### config.mk
export PLATFORM = sky130hd
export DESIGN_NAME = id3_text_to_utf8
export DESIGN_NICKNAME = d
export VERILOG_FILES = /design/src/rtl/id3t_pkg.sv /design/src/rtl/id3_text_to_utf8.sv /design/src/rtl/id3t_front.sv /design/src/rtl/id3t_fifo.sv /design/src/rtl/id3t_back.sv
export SDC_FILE = /design/constraint.sdc
export NUM_CORES = 1
export LEC_CHECK = 0
export ABC_AREA = 1
export BUFFER_PORTS_ARGS = -buffer_cell sky130_fd_sc_hd__buf_2
export CAP_MARGIN = 25
export CORE_UTILIZATION = 45
export CTS_CLUSTER_DIAMETER = 150
export DETAILED_ROUTE_END_ITERATION = 8
export GPL_TIMING_DRIVEN = 0
export PLACE_DENSITY_LB_ADDON = 0.12
export SYNTH_ARGS = -nofsm -noshare
export SYNTH_HDL_FRONTEND = slang
export SYNTH_SLANG_ARGS = --single-unit
### constraint.sdc
create_clock -name clock -period 14.9 [get_ports clock]
set_input_delay 1.49 -clock clock [delete_from_list [all_inputs] [get_ports clock]]
set_output_delay 1.49 -clock clock [all_outputs]
set_load 0.01 [all_outputs]
### src/rtl/id3t_pkg.sv
// shared constants, encoding codes and the job record for the id3 text transcoder
package id3t_pkg;

   localparam int MAX_CAPACITY = 4096;
   localparam int CAP_W        = 13;
   localparam int CNT_W        = CAP_W + 1;
   localparam logic [CAP_W-1:0] CAP_RESET = CAP_W'(128);

   localparam int FIFO_DEPTH = 4;
   localparam int PTR_W      = $clog2(FIFO_DEPTH);

   localparam logic [7:0] ENC_LATIN1    = 8'd0;
   localparam logic [7:0] ENC_UTF16_BOM = 8'd1;
   localparam logic [7:0] ENC_UTF16BE   = 8'd2;
   localparam logic [7:0] ENC_UTF8      = 8'd3;

   localparam logic [7:0] BOM_HI = 8'hFE;
   localparam logic [7:0] BOM_LO = 8'hFF;

   // bytes of one input item to be sent, data[0] goes out first
   typedef struct packed {
      logic [2:0][7:0] data;
      logic [1:0]      len;
      logic            term;
   } job_type;

endpackage

### src/rtl/id3_text_to_utf8.sv
// top level of the id3 text to utf-8 transcoder
// Input stream req_*: one raw byte of an id3 text string a beat. req_tuser[7:0]
// carries the encoding code (0 latin-1, 1 utf-16 with optional bom, 2 utf-16be,
// 3 utf-8, others utf-16le), read only on a beat with req_tuser[8] set, which
// starts a new string. req_tlast marks the final byte; a terminator follows it.
// Output stream rsp_*: one utf-8 byte a beat; the terminator has data zero and
// rsp_tlast high. csr_we/csr_wdata set the output capacity (clamped to 4096).
// The front decodes one item a cycle while the queue is not full into a job of
// up to three bytes plus an optional terminator and writes it into a four-entry
// queue. The back sends one byte a cycle from the queue into the output register
// unless rsp_tready stalls: one beat for ascii, two or three for wider characters,
// one more for a terminator. An accepted item passes through the queue, the back's
// job register and the output register. req_tready drops only while the queue is
// full. A stall on rsp_tready holds the output register; the queue fills behind it.
// Reset clears the queue and output, sets capacity 128 and latin-1 state.
module id3_text_to_utf8 (
   input  logic                        clock,
   input  logic                        reset,
   input  logic                        csr_we,
   input  logic [id3t_pkg::CAP_W-1:0]  csr_wdata,
   input  logic                        req_tvalid,
   output logic                        req_tready,
   input  logic [7:0]                  req_tdata,  // raw_byte
   input  logic [8:0]                  req_tuser,  // text_encoding [7:0], first_byte [8]
   input  logic                        req_tlast,
   output logic                        rsp_tvalid,
   input  logic                        rsp_tready,
   output logic [7:0]                  rsp_tdata,  // out_byte
   output logic                        rsp_tlast
);

   logic              push;
   logic              full;
   logic              pop;
   logic              fvalid;
   id3t_pkg::job_type push_job;
   id3t_pkg::job_type pop_job;

   id3t_front u_front (
      .clock      (clock),
      .reset      (reset),
      .csr_we     (csr_we),
      .csr_wdata  (csr_wdata),
      .req_tvalid (req_tvalid),
      .req_tready (req_tready),
      .req_tdata  (req_tdata),
      .req_tuser  (req_tuser),
      .req_tlast  (req_tlast),
      .fifo_full  (full),
      .push       (push),
      .push_job   (push_job)
   );

   id3t_fifo u_fifo (
      .clock    (clock),
      .reset    (reset),
      .push     (push),
      .push_job (push_job),
      .full     (full),
      .pop      (pop),
      .valid    (fvalid),
      .pop_job  (pop_job)
   );

   id3t_back u_back (
      .clock      (clock),
      .reset      (reset),
      .fifo_valid (fvalid),
      .fifo_job   (pop_job),
      .pop        (pop),
      .rsp_tvalid (rsp_tvalid),
      .rsp_tready (rsp_tready),
      .rsp_tdata  (rsp_tdata),
      .rsp_tlast  (rsp_tlast)
   );

endmodule

### src/rtl/id3t_front.sv
// front: latches per-string state, decodes each byte and builds the job for the back end
module id3t_front (
   input  logic                        clock,
   input  logic                        reset,
   input  logic                        csr_we,
   input  logic [id3t_pkg::CAP_W-1:0]  csr_wdata,
   input  logic                        req_tvalid,
   output logic                        req_tready,
   input  logic [7:0]                  req_tdata,
   input  logic [8:0]                  req_tuser,
   input  logic                        req_tlast,
   input  logic                        fifo_full,
   output logic                        push,
   output id3t_pkg::job_type           push_job
);

   logic [id3t_pkg::CAP_W-1:0] cap_ff, cap_in;
   logic [7:0]                 enc_ff, enc_in;
   logic [id3t_pkg::CAP_W-1:0] count_ff, count_in;
   logic [7:0]                 held_ff, held_in;
   logic                       have_ff, have_in;
   logic                       big_ff, big_in;
   logic                       fp_ff, fp_in;
   logic                       stop_ff, stop_in;

   logic       accept;
   logic       first;
   logic       emit;
   logic [15:0] cp;
   logic       mark;
   logic [1:0] need;
   logic [2:0][7:0] bytes;
   logic       fits;
   id3t_pkg::job_type job;

   assign req_tready = !fifo_full;
   assign accept     = req_tvalid && req_tready;
   assign first      = req_tuser[8];

   always_comb begin
      cap_in = cap_ff;
      if (csr_we) begin
         cap_in = (csr_wdata > id3t_pkg::CAP_W'(id3t_pkg::MAX_CAPACITY))
                  ? id3t_pkg::CAP_W'(id3t_pkg::MAX_CAPACITY) : csr_wdata;
      end
   end

   always_comb begin
      enc_in   = first ? req_tuser[7:0] : enc_ff;
      count_in = first ? '0 : count_ff;
      held_in  = held_ff;
      have_in  = first ? 1'b0 : have_ff;
      big_in   = first ? (req_tuser[7:0] == id3t_pkg::ENC_UTF16BE) : big_ff;
      fp_in    = first ? 1'b1 : fp_ff;
      stop_in  = first ? 1'b0 : stop_ff;
      emit     = 1'b0;
      cp       = {8'd0, req_tdata};
      mark     = 1'b0;
      job      = '0;

      if (!stop_in) begin
         if (enc_in == id3t_pkg::ENC_LATIN1 || enc_in == id3t_pkg::ENC_UTF8) begin
            if (req_tdata == 8'd0) begin
               stop_in = 1'b1;
            end else begin
               emit = 1'b1;
            end
         end else if (!have_in) begin
            held_in = req_tdata;
            have_in = 1'b1;
         end else begin
            have_in = 1'b0;
            if (fp_in && enc_in == id3t_pkg::ENC_UTF16_BOM) begin
               if (held_ff == id3t_pkg::BOM_HI && req_tdata == id3t_pkg::BOM_LO) begin
                  big_in = 1'b1;
                  mark   = 1'b1;
               end else if (held_ff == id3t_pkg::BOM_LO && req_tdata == id3t_pkg::BOM_HI) begin
                  big_in = 1'b0;
                  mark   = 1'b1;
               end
            end
            fp_in = 1'b0;
            if (!mark) begin
               cp = big_in ? {held_ff, req_tdata} : {req_tdata, held_ff};
               if (cp == 16'd0) begin
                  stop_in = 1'b1;
               end else begin
                  emit = 1'b1;
               end
            end
         end
      end

      // utf-8 passthrough copies the byte as is; other code points become one to three utf-8 bytes
      if (enc_in == id3t_pkg::ENC_UTF8 || cp < 16'h0080) begin
         need  = 2'd1;
         bytes = {8'd0, 8'd0, cp[7:0]};
      end else if (cp < 16'h0800) begin
         need  = 2'd2;
         bytes = {8'd0, {2'b10, cp[5:0]}, {3'b110, cp[10:6]}};
      end else begin
         need  = 2'd3;
         bytes = {{2'b10, cp[5:0]}, {2'b10, cp[11:6]}, {4'b1110, cp[15:12]}};
      end

      fits = ({1'b0, count_in} + id3t_pkg::CNT_W'(need)) < {1'b0, cap_ff};
      if (emit && fits) begin
         job.data = bytes;
         job.len  = need;
         count_in = count_in + id3t_pkg::CAP_W'(need);
      end

      if (req_tlast) begin
         job.term = 1'b1;
         stop_in  = 1'b1;
         have_in  = 1'b0;
      end
   end

   assign push     = accept && (job.len != 2'd0 || job.term);
   assign push_job = job;

   always_ff @(posedge clock) begin
      if (reset) begin
         cap_ff   <= id3t_pkg::CAP_RESET;
         enc_ff   <= id3t_pkg::ENC_LATIN1;
         count_ff <= '0;
         held_ff  <= '0;
         have_ff  <= 1'b0;
         big_ff   <= 1'b0;
         fp_ff    <= 1'b1;
         stop_ff  <= 1'b0;
      end else begin
         cap_ff <= cap_in;
         if (accept) begin
            enc_ff   <= enc_in;
            count_ff <= count_in;
            held_ff  <= held_in;
            have_ff  <= have_in;
            big_ff   <= big_in;
            fp_ff    <= fp_in;
            stop_ff  <= stop_in;
         end
      end
   end

endmodule

### src/rtl/id3t_fifo.sv
// short job queue between the front and the back
module id3t_fifo (
   input  logic              clock,
   input  logic              reset,
   input  logic              push,
   input  id3t_pkg::job_type push_job,
   output logic              full,
   input  logic              pop,
   output logic              valid,
   output id3t_pkg::job_type pop_job
);

   id3t_pkg::job_type                 mem_ff [id3t_pkg::FIFO_DEPTH];
   logic [id3t_pkg::PTR_W-1:0]        wr_ff, wr_in;
   logic [id3t_pkg::PTR_W-1:0]        rd_ff, rd_in;
   logic [id3t_pkg::PTR_W:0]          cnt_ff, cnt_in;

   assign full    = (cnt_ff == (id3t_pkg::PTR_W+1)'(id3t_pkg::FIFO_DEPTH));
   assign valid   = (cnt_ff != '0);
   assign pop_job = mem_ff[rd_ff];

   always_comb begin
      wr_in  = push ? wr_ff + 1'b1 : wr_ff;
      rd_in  = pop ? rd_ff + 1'b1 : rd_ff;
      cnt_in = cnt_ff;
      if (push && !pop) begin
         cnt_in = cnt_ff + 1'b1;
      end else if (pop && !push) begin
         cnt_in = cnt_ff - 1'b1;
      end
   end

   always_ff @(posedge clock) begin
      if (push) begin
         mem_ff[wr_ff] <= push_job;
      end
   end

   always_ff @(posedge clock) begin
      if (reset) begin
         wr_ff  <= '0;
         rd_ff  <= '0;
         cnt_ff <= '0;
      end else begin
         wr_ff  <= wr_in;
         rd_ff  <= rd_in;
         cnt_ff <= cnt_in;
      end
   end

endmodule

### src/rtl/id3t_back.sv
// back: walks each job one byte a beat into the output register
module id3t_back (
   input  logic              clock,
   input  logic              reset,
   input  logic              fifo_valid,
   input  id3t_pkg::job_type fifo_job,
   output logic              pop,
   output logic              rsp_tvalid,
   input  logic              rsp_tready,
   output logic [7:0]        rsp_tdata,
   output logic              rsp_tlast
);

   id3t_pkg::job_type job_ff, job_in;
   logic              jv_ff, jv_in;
   logic [1:0]        pos_ff, pos_in;
   logic              ov_ff, ov_in;
   logic [7:0]        ob_ff, ob_in;
   logic              oe_ff, oe_in;

   logic       adv;
   logic       is_data;
   logic       last_beat;
   logic [2:0] total;
   logic [7:0] beat;

   assign total     = {1'b0, job_ff.len} + {2'b00, job_ff.term};
   assign is_data   = pos_ff < job_ff.len;
   assign last_beat = ({1'b0, pos_ff} + 3'd1) == total;
   assign adv       = jv_ff && (!ov_ff || rsp_tready);
   assign pop       = fifo_valid && (!jv_ff || (adv && last_beat));

   always_comb begin
      case (pos_ff)
         2'd0:    beat = job_ff.data[0];
         2'd1:    beat = job_ff.data[1];
         default: beat = job_ff.data[2];
      endcase
   end

   always_comb begin
      job_in = job_ff;
      jv_in  = jv_ff;
      pos_in = pos_ff;
      ov_in  = ov_ff && !rsp_tready;
      ob_in  = ob_ff;
      oe_in  = oe_ff;
      if (adv) begin
         ov_in  = 1'b1;
         ob_in  = is_data ? beat : 8'd0;
         oe_in  = !is_data;
         pos_in = pos_ff + 1'b1;
         if (last_beat) begin
            jv_in  = 1'b0;
            pos_in = '0;
         end
      end
      if (pop) begin
         job_in = fifo_job;
         jv_in  = 1'b1;
         pos_in = '0;
      end
   end

   always_ff @(posedge clock) begin
      job_ff <= job_in;
      ob_ff  <= ob_in;
      oe_ff  <= oe_in;
      if (reset) begin
         jv_ff  <= 1'b0;
         pos_ff <= '0;
         ov_ff  <= 1'b0;
      end else begin
         jv_ff  <= jv_in;
         pos_ff <= pos_in;
         ov_ff  <= ov_in;
      end
   end

   assign rsp_tvalid = ov_ff;
   assign rsp_tdata  = ob_ff;
   assign rsp_tlast  = oe_ff;

endmodule

==> results of run 1 <==
[power groups by stage]
stage / combinational (mW) / clock (mW) / sequential [mW]
final: 0.446 / 0.441 / 0.711
after global routing: 0.507 / 0.471 / 0.721
after CTS: 0.449 / 0.447 / 0.712
after detailed placement: 0.448 / 0 / 0.723
after global placement: 0.432 / 0 / 0.725
after floorplan: 0.295 / 0 / 0.718
[path summary, 6_finish.rpt]
kind / start / to / slack, ns / cells past startpoint
setup / recovery: req_tuser[8] / u_fifo.mem_ff[1][20] / 6.77 / 40
hold / removal: u_back.jv_ff / u_back.rsp_tvalid / 0.46 / 2
setup reg to reg: u_front.enc_ff[5] / u_fifo.mem_ff[1][20] / 7.88 / 38
hold reg to reg: u_back.jv_ff / u_back.rsp_tvalid / 0.46 / 2
[synth_stat cells (4+ instances only)]
cell and number:
sky130_fd_sc_hd__a211oi_1 10, sky130_fd_sc_hd__a21oi_1 66, sky130_fd_sc_hd__a31oi_1 9, sky130_fd_sc_hd__buf_2 7
sky130_fd_sc_hd__buf_6 6, sky130_fd_sc_hd__clkbuf_1 35, sky130_fd_sc_hd__dfxtp_1 57, sky130_fd_sc_hd__edfxtp_1 129
sky130_fd_sc_hd__ha_1 25, sky130_fd_sc_hd__inv_1 92, sky130_fd_sc_hd__inv_2 6, sky130_fd_sc_hd__nand2_1 213
sky130_fd_sc_hd__nand2_2 7, sky130_fd_sc_hd__nand3_1 65, sky130_fd_sc_hd__nand4_1 9, sky130_fd_sc_hd__nor2_1 122
sky130_fd_sc_hd__nor2_2 5, sky130_fd_sc_hd__nor3_1 6, sky130_fd_sc_hd__o21ai_0 92, sky130_fd_sc_hd__o22ai_1 24
sky130_fd_sc_hd__xnor2_1 4
[cell type report]
cell class                 count  area [um2]  share of cell area (%)
tap                          265         332                    3.23
buffer                        50         245                    2.39
sequential                   186        5010                    48.8
multi-input combinational    689        3470                    33.8
clock inverter                14         139                    1.35
inverter                      99         372                    3.62
clock buffer                  17         425                    4.14
timing repair buffer          47         275                    2.68
[stage by stage]
step	total power [mW]	setup WS, ns
6_report	1.60	6.77
3_5_place_dp	1.17	6.35
2_1_floorplan	1.01	7.42
4_1_cts	1.61	6.79
3_3_place_gp	1.16	5.47
5_1_grt	1.70	6.08
[registers in the layout (all words and copies together) (netlist names), 2 cells and up]
signal and cells:
u_fifo.wr_ff 2, u_fifo.mem_ff 96, u_back.job_ff 24, u_back.rsp_tdata 8, u_back.pos_ff 2, u_fifo.rd_ff 2, u_front.held_ff 8, u_front.cap_ff 13
u_fifo.cnt_ff 3, u_front.count_ff 13, u_front.enc_ff 8
[cells in the final DEF, fill, tap and decap left out, types with 10 or more instances in the layout]
master,Yosys,layout
sky130_fd_sc_hd__nand2_1,213,213
sky130_fd_sc_hd__edfxtp_1,129,129
sky130_fd_sc_hd__nor2_1,122,117
sky130_fd_sc_hd__inv_1,92,92
sky130_fd_sc_hd__o21ai_0,92,92
sky130_fd_sc_hd__a21oi_1,66,66
sky130_fd_sc_hd__nand3_1,65,65
sky130_fd_sc_hd__dfxtp_1,57,57
sky130_fd_sc_hd__buf_2,7,50
sky130_fd_sc_hd__clkbuf_1,35,35
sky130_fd_sc_hd__ha_1,25,25
sky130_fd_sc_hd__o22ai_1,24,24
sky130_fd_sc_hd__clkbuf_16,0,17
sky130_fd_sc_hd__a211oi_1,10,10
[kinds of logic after synthesis]
| group | Yosys count | synth area share (%) |
|---|---|---|
| AOI/OAI and AO/OA | 213 | 12.9 |
| xor gates and xnor gates | 6 | 0.579 |
| adders and majority gates | 27 | 3.88 |
| buffers and inverters | 149 | 6.79 |
| DFF | 186 | 55.2 |
| and+or+nand+nor | 443 | 20.7 |
[layer usage]
layer / vias to the layer above / global-route usage [%]
li1: 3611 / -
met1: 3327 / 28.5
met2: 154 / 39.4
met3: 30 / 3.91
met4: 0 / 6.44
met5: - / 0
[worst max-delay path, delay by kind of cell]
family	cells	cell delay (ns)
AO/OA/AOI/OAI	4	1.16
adder cells (fa/ha/maj)	3	0.81
buffers and inverters	7	0.91
AND/OR/NAND/NOR	26	3.85
==> results_dict.tcl, run 1 <==
set metrics [dict create \
    dp.cells 1336 \
    crit_path_max_fanout 15 \
    wl_per_cell_um 15.9 \
    worst_setup_path_end_kind "flip-flop" \
    p_sw_mw 0.549 \
    synth-seq-cells 186 \
    path_common_cell "sky130_fd_sc_hd__nand2_1" \
    fp.dieArea_um2 20800 \
    report.final.setup_viol 0 \
    hold_viol 0 \
    fin_skew_ns 0.0116 \
    finalCoreUtilization_pct 52.3 \
    hpwlAfterDp_um 15800 \
    met3_wirelength_um 784 \
    chipHeight_um 144 \
    grt_first_pass_wirelength_um 35000 \
    rsz_0062_raised_after_global_routing "no" \
    wl_met1_um 9780 \
    crit_path_top_delay_cell "sky130_fd_sc_hd__nor2_2" \
    timing.final.crit_share_pct 54.5 \
    maxUsedRoutingLayer "met4" \
    number_of_antenna_violations_at_the_first_check_in_global_routing 0 \
    finalInstanceArea_um2 10300 \
    largest_net_degree_at_the_start_of_global_routing 25 \
    resized_after_cts 0 \
    ioPinCount 47 \
    met2WireLength_um 10800 \
    timing.critical_path.slowest_cell_delay_ns 0.76 \
    routabilityCongestion 0.883 \
    sequential_element_share_of_the_synthesized_area_pct 55.2 \
    cap_viol_max_count 0 \
    synth-edff-count 129 \
    post_cts_hold_buffers 0 \
    avgSynthCellArea_um2 8.87 \
    power_leakage_nw 4.01 \
    numPortBuffers 43 \
    dr.first_iter.drc_count 496 \
    setup_tns_ns 0 \
    fin_cells 1367 \
    fin_nets 1153 \
    share_of_post_route_cells_with_drive_strength_above_1_pct 11.4 \
    clock-root-buffer "sky130_fd_sc_hd__clkbuf_16" \
    routed_via_density 5.21 \
    synthArstFlopShare_pct 0 \
    cts_max_level 4 \
    synth-warning-count 0 \
    synth_top_area_share_pct 42.7 \
    synth_area_um2 9080 \
    synth_flop_cell "sky130_fd_sc_hd__edfxtp_1" \
    fmax_mhz 123 \
    numClockSinks 186 \
    pins_over_slew_limit 0 \
    timing_worst_setup_path_type "primary input to flip-flop" \
    synthesis.nets 1087 \
    netlist.top_cell.by_area "sky130_fd_sc_hd__edfxtp_1" \
    num-fill-cells 1886 \
    number_of_distinct_library_cells_after_synthesis 45 \
    final_antenna_net_count 0 \
    relSlewSlack_pct 39.7 \
    cts_post_setup_buffers_inserted 0 \
    wirelength_um 21700 \
    vdd.ir_drop.worst_mv 0.0780 \
    syn_inst 1024 \
    diodes 0 \
    power_per_cell_area_nw_per_um2 155 \
    power.share.switching_pct 34.4 \
    floorplan.rows 51 \
    power.share.sequential_pct 44.5 \
    core_region_area_um2 19700 \
    worst_setup_hold_path_clk_slew_ns 0.07 \
    power_frac_comb_pct 27.9 \
    detailed_place.area_um2 9710 \
    hold_ws_ns 0.462 \
    cts-root-to-sink-buffers 2 \
    ys_top_cells_by_area "sky130_fd_sc_hd__edfxtp_1 (43%), sky130_fd_sc_hd__dfxtp_1 (13%), sky130_fd_sc_hd__nand2_1 (8.8%)" \
    vias 7122 \
    worst_ep_arrival_time_ns 8.27 \
    critical_path.startpoint_type "primary input" \
    tritoncts.num_buffers 17 \
    effective_utilization_at_floorplan_pct 46.2 \
    clk_latency_ns 0.44 \
    holdCritPathClass "flip-flop to flip-flop" \
    outcome "finished clean" \
    layout-area-overhead-vs-synth_pct 13.1 \
    overflow 0 \
    tritoncts "done" \
    max_slew.worst_pin.slew_ns 0.904 \
    layout_min_cycle_time_ns 8.13 \
    detail_route.drc_violations 0 \
    required_ns 15.04 \
    power_frac_clock_pct 27.6 \
    dr.pass1.iters 5 \
    cell_internal_pwr_mw 1.05 \
    grt_pass1_vias 6789 \
    global_route.usage.total_pct 22.6 \
    chipWidth_um 144 \
]
(Power assumes the default switching activity.)
==> run 2, diff against run 1 <==
- clock period: 14.9 -> 7.8 ns (I/O delays scaled with it)
==> run 2 against run 1 <==
  * Count of clock-buffer cells in the layout is the same
  * Utilization is essentially flat
  * Critical path type unchanged
  * Register-to-register slack lost 6.9 ns
  * Via count grew 0.15%
  * Critical endpoint is now u_fifo.cnt_ff[2]
  * Final area is essentially flat
  * Global-route usage is the same
  * Non-clock buffer count is the same
  * Die area is the same
  * Largest power group unchanged
  * Combinational power grew 91%
  * Power grew 91%
  * Final cell count is the same
  * First-iteration DRC count shrank 2.0%
==> results_dict.tcl, run 2 (synthesis results as in run 1) <==
set metrics [dict create \
    worst_setup_path_end_kind "flip-flop" \
    worst_ep_arrival_time_ns 7.48 \
    clock-root-buffer "sky130_fd_sc_hd__clkbuf_16" \
    grt_first_pass_wirelength_um 35000 \
    vias 7133 \
    hpwlAfterDp_um 15800 \
    routed_via_density 5.22 \
    effective_utilization_at_floorplan_pct 46.2 \
    regMostFlops "u_fifo.mem_ff" \
    layout-area-overhead-vs-synth_pct 13.2 \
    final_antenna_net_count 0 \
    cts_max_level 4 \
    fin_nets 1153 \
    fmax_mhz 141 \
    post_cts_hold_buffers 0 \
    critPathBufInv 10 \
    timing_worst_setup_path_type "primary input to flip-flop" \
    fin_cells 1367 \
    diodes 0 \
    path_common_cell "sky130_fd_sc_hd__nor2_1" \
    largest_register_ff_count 96 \
    finalCoreUtilization_pct 52.3 \
    layout_min_cycle_time_ns 7.11 \
    timing.final.crit_share_pct 91.2 \
    number_of_antenna_violations_at_the_first_check_in_global_routing 0 \
    worst_setup_hold_path_clk_slew_ns 0.07 \
    pins_over_slew_limit 0 \
    dr.pass1.iters 5 \
    wirelength_um 21700 \
    tritoncts.num_buffers 17 \
    detail_route.drc_violations 0 \
    num-fill-cells 1886 \
    wl_per_cell_um 15.9 \
    fin_skew_ns 0.0127 \
    crit_path_top_delay_cell "sky130_fd_sc_hd__clkbuf_1" \
    critical_path.startpoint_type "primary input" \
    power_leakage_nw 4.02 \
    overflow 0 \
    report.final.setup_viol 0 \
    chipHeight_um 144 \
    fp.dieArea_um2 20800 \
    cap_viol_max_count 0 \
    mostFrequentLayoutCell "sky130_fd_sc_hd__nand2_1" \
    required_ns 8.17 \
    hold_viol 0 \
    global_route.usage.total_pct 22.6 \
    final_cell_mix "sky130_fd_sc_hd__nand2_1 (213), sky130_fd_sc_hd__edfxtp_1 (129), sky130_fd_sc_hd__nor2_1 (117), sky130_fd_sc_hd__inv_1 (92), sky130_fd_sc_hd__o21ai_0 (91)" \
    grt_pass1_vias 6789 \
    dp.cells 1336 \
    crit_family "simple AND/OR/NAND/NOR gates" \
    rsz_0062_raised_after_global_routing "no" \
    largest_net_degree_at_the_start_of_global_routing 25 \
    numPortBuffers 43 \
    floorplan.rows 51 \
    cts-root-to-sink-buffers 2 \
    vdd.ir_drop.worst_mv 0.148 \
    pwr_total_mw 3.05 \
    setup_tns_ns 0 \
    holdCritPathClass "flip-flop to flip-flop" \
    ioPinCount 47 \
    routabilityCongestion 0.883 \
    relSlewSlack_pct 48.3 \
    timing.critical_path.slowest_cell_delay_ns 0.38 \
    reg_top3 "u_fifo.mem_ff: 96 flops, u_back.job_ff: 24 flops" \
    hold_ws_ns 0.462 \
    chipWidth_um 144 \
    share_of_post_route_cells_with_drive_strength_above_1_pct 11.5 \
    dr.first_iter.drc_count 486 \
    max_slew.worst_pin.slew_ns 0.774 \
    power_per_cell_area_nw_per_um2 297 \
    numClockSinks 186 \
    tritoncts "done" \
    core_region_area_um2 19700 \
    crit_path_max_fanout 10 \
    outcome "finished clean" \
    clk_latency_ns 0.44 \
]
-- run 2: cell counts in the layout (fill, tap and decap cells not counted) --
No cell type changed its count.
-- run 2: layer usage --
layer  wire length, um  vias up  global-route usage (%)  share of wire (%)
met5                 0        -                       0                  0
met1              9620     3313                    28.5                 44
met3               919       26                    3.91                4.2
met4               322        0                    6.44                1.5
li1                  -     3612                       -                  -
met2             10900      182                    39.4                 50
-- run 2: worst register-to-register path, delay by kind of cell, from the launching register on --
family | cells | cell delay, ns
compound gates | 7 | 1.20
simple gates | 26 | 3.15
buf+inv | 8 | 0.72
flops | 1 | 0.32
fa+ha+maj | 5 | 1.34
-- run 2: timing repair --
item	in CTS	in global routing
hold endpoints to repair	0	0
buffers inserted	0	0
setup endpoints to repair	0	82
gates resized for setup	0	3
-- run 2: worst paths after layout --
kind	startpoint	end	slack, ns	cells past startpoint
worst max register to register	u_front.enc_ff[1]	u_fifo.cnt_ff[2]	1.03	46
worst min-delay path	u_back.jv_ff	u_back.rsp_tvalid	0.46	2
worst min register to register	u_back.jv_ff	u_back.rsp_tvalid	0.46	2
worst max-delay path	req_tuser[8]	u_fifo.cnt_ff[2]	0.69	44
-- run 2: final cells by class --
class	instances	area [um2]	area share (%)
tap	265	332	3.23
sequential	186	5010	48.8
inverter	99	372	3.61
timing repair buffer	47	275	2.68
multi-input combinational	689	3480	33.8
buffer	50	245	2.39
clock inverter	14	139	1.35
clock buffer	17	425	4.14
-- run 2: report_power, final --
group | leakage (nW) | internal (mW) | switching (mW)
sequential | 1.70 | 1.28 | 0.0737
combinational | 2.05 | 0.272 | 0.579
clock | 0.263 | 0.446 | 0.396
total | 4.02 | 2.00 | 1.05
-- run 2: metrics by stage --
step | cell area, um2 | setup WS, ns
2_1_floorplan | 9080 | 1.03
3_3_place_gp | 9630 | -0.921
3_5_place_dp | 9710 | -0.0388
4_1_cts | 10300 | 0.398
5_1_grt | 10300 | 0.0394
6_report | 10300 | 0.689
==> run 3, diff against run 2 <==
- BUFFER_PORTS_ARGS: -buffer_cell sky130_fd_sc_hd__buf_2 -> -buffer_cell sky130_fd_sc_hd__buf_4
- CORE_MARGIN: not set -> 2
==> run 3 against run 2 <==
  * Utilization increased by 0.78 points
  * Highest routed layer unchanged
  * Power increased by 2.1%
  * Routed wire length decreased by 1.6%
  * Flip-flop and latch count unchanged
  * Sequential power about the same
  * Critical path depth decreased by 2
  * Final area increased by 1.5%
  * Worst setup slack improved by 0.027 ns
  * Global-route usage decreased by 1.9 points
  * Sequential share of layout area decreased by 0.71 points
  * Critical path type unchanged
  * Die area increased by 2.8%
  * Via count decreased by 0.80%
==> results_dict.tcl, run 3 (synthesis results as in run 1) <==
set metrics [dict create \
    post_cts_hold_buffers 0 \
    timing_worst_setup_path_type "primary input to flip-flop" \
    timing.critical_path.slowest_cell_delay_ns 0.65 \
    largest_register_ff_count 96 \
    grt_first_pass_wirelength_um 34500 \
    diodes 0 \
    power_per_cell_area_nw_per_um2 299 \
    cts-root-to-sink-buffers 2 \
    chipHeight_um 146 \
    resized_after_cts 0 \
    power_leakage_nw 4.09 \
    hold_ws_ns 0.468 \
    grt_pass1_vias 6692 \
    worst_ep_arrival_time_ns 7.23 \
    report.final.setup_viol 0 \
    numPortBuffers 43 \
    tritoncts "done" \
    reg_top3 "u_fifo.mem_ff: 96 flops, u_back.job_ff: 24 flops" \
    pins_over_slew_limit 0 \
    dr.pass1.iters 5 \
    clock-root-buffer "sky130_fd_sc_hd__clkbuf_16" \
    floorplan.rows 51 \
    tritoncts.num_buffers 17 \
    fin_skew_ns 0.0131 \
    required_ns 7.95 \
    regMostFlops "u_fifo.mem_ff" \
    timing.final.crit_share_pct 90.8 \
    worst_setup_hold_path_clk_slew_ns 0.07 \
    holdCritPathClass "flip-flop to flip-flop" \
    fin_cells 1368 \
    core_region_area_um2 19700 \
    timing.rr.start "u_front.enc_ff[1]" \
    worstRegToRegCells 39 \
    cts_max_level 4 \
    path_common_cell "sky130_fd_sc_hd__nand2_1" \
    global_route.usage.total_pct 20.6 \
    finalCoreUtilization_pct 53.1 \
    routed_via_density 5.17 \
    hold_viol 0 \
    vdd.ir_drop.worst_mv 0.170 \
    number_of_antenna_violations_at_the_first_check_in_global_routing 0 \
    rsz_0062_raised_after_global_routing "no" \
    fmax_mhz 141 \
    chipWidth_um 146 \
    largest_net_degree_at_the_start_of_global_routing 25 \
    crit_path_top_delay_cell "sky130_fd_sc_hd__nor2_2" \
    effective_utilization_at_floorplan_pct 46.2 \
    vias 7076 \
    mostFrequentLayoutCell "sky130_fd_sc_hd__nand2_1" \
    num-fill-cells 1880 \
    final_antenna_net_count 0 \
    fin_nets 1153 \
    final_cell_mix "sky130_fd_sc_hd__nand2_1 (213), sky130_fd_sc_hd__edfxtp_1 (129), sky130_fd_sc_hd__nor2_1 (117), sky130_fd_sc_hd__inv_1 (92), sky130_fd_sc_hd__o21ai_0 (91)" \
    fp.dieArea_um2 21300 \
    max_slew.worst_pin.slew_ns 0.825 \
    reg2reg_slack_ns 1.01 \
    dp.cells 1336 \
    wl_per_cell_um 15.6 \
    numClockSinks 186 \
    share_of_post_route_cells_with_drive_strength_above_1_pct 11.6 \
    relSlewSlack_pct 44.9 \
    clk_latency_ns 0.45 \
    detail_route.drc_violations 0 \
    cts_post_setup_buffers_inserted 0 \
    place_worst_setup_slack_ns 0.0172 \
    crit_path_max_fanout 13 \
    overflow 0 \
    hpwlAfterDp_um 15600 \
    outcome "finished clean" \
    critical_path.startpoint_type "primary input" \
    cap_viol_max_count 0 \
    routabilityCongestion 0.862 \
    dr.first_iter.drc_count 451 \
    ioPinCount 47 \
    r2r_end "u_fifo.mem_ff[3][7]" \
    worstSetupEndpoint "u_fifo.mem_ff[3][7]" \
    layout-area-overhead-vs-synth_pct 14.9 \
    critPathLaunch "req_tuser[8]" \
    layout_min_cycle_time_ns 7.08 \
    worst_setup_path_end_kind "flip-flop" \
    minimum_setup_slack_in_the_final_design_ns 0.716 \
    wirelength_um 21400 \
]
[run 3: cell types whose count changed in the layout (fill, tap and decap cells not counted), moves of 2 or more]
cell                         previous run  this run
sky130_fd_sc_hd__buf_2                 50         7
sky130_fd_sc_hd__buf_4                  1        44
sky130_fd_sc_hd__clkinv_4               1         3
sky130_fd_sc_hd__clkinvlp_4             5         1
[run 3: worst min-delay path by stage]
stage	from	end	slack, ns	cells past startpoint
global placement	u_front.fp_ff	u_front.fp_ff	0.45	2
finish	u_front.count_ff[9]	u_front.count_ff[9]	0.47	2
global route	u_front.big_ff	u_front.big_ff	0.49	2
CTS	u_front.count_ff[2]	u_front.count_ff[2]	0.47	2
floorplan	u_front.fp_ff	u_front.fp_ff	0.43	2
detailed placement	u_front.count_ff[2]	u_front.count_ff[2]	0.46	2
[run 3: critical path: cells and delay by family]
family	cells	cell delay, ns
buf+inv	9	1.06
simple gates	25	3.62
fa+ha+maj	3	0.83
compound gates	5	0.91
[run 3: cell type report]
class / instances / area, um2 / share of cell area (%)
Multi-Input combinational cell: 689 / 3470 / 33.3
Clock inverter: 15 / 175 / 1.68
Sequential cell: 186 / 5010 / 48.1
Buffer: 50 / 246 / 2.36
Timing Repair Buffer: 47 / 395 / 3.79
Clock buffer: 17 / 425 / 4.08
Inverter: 99 / 372 / 3.56
Tap cell: 265 / 332 / 3.18
[run 3: metal layers]
layer  GRT usage [%]  share of wire (%)  vias up
met3            3.59                4.5       25
met5               0                  0        -
met2            35.3                 49      187
met4            6.46                1.8        0
met1            26.8                 45     3253
li1                -                  -     3611
[run 3: where the power goes]
part           total (mW)  internal [mW]  switching, mW
combinational       0.869          0.289          0.580
clock               0.891          0.484          0.406
sequential           1.36           1.28         0.0725
total                3.11           2.06           1.06
[run 3: metrics by stage]
step | cell area [um2] | TNS (ns) | total power, mW
detailed placement | 9830 | 0 | 2.25
finish | 10400 | 0 | 3.11
floorplan | 9080 | 0 | 1.93
global placement | 9740 | -86.89 | 2.23
CTS | 10400 | 0 | 3.13
global route | 10400 | 0 | 3.30
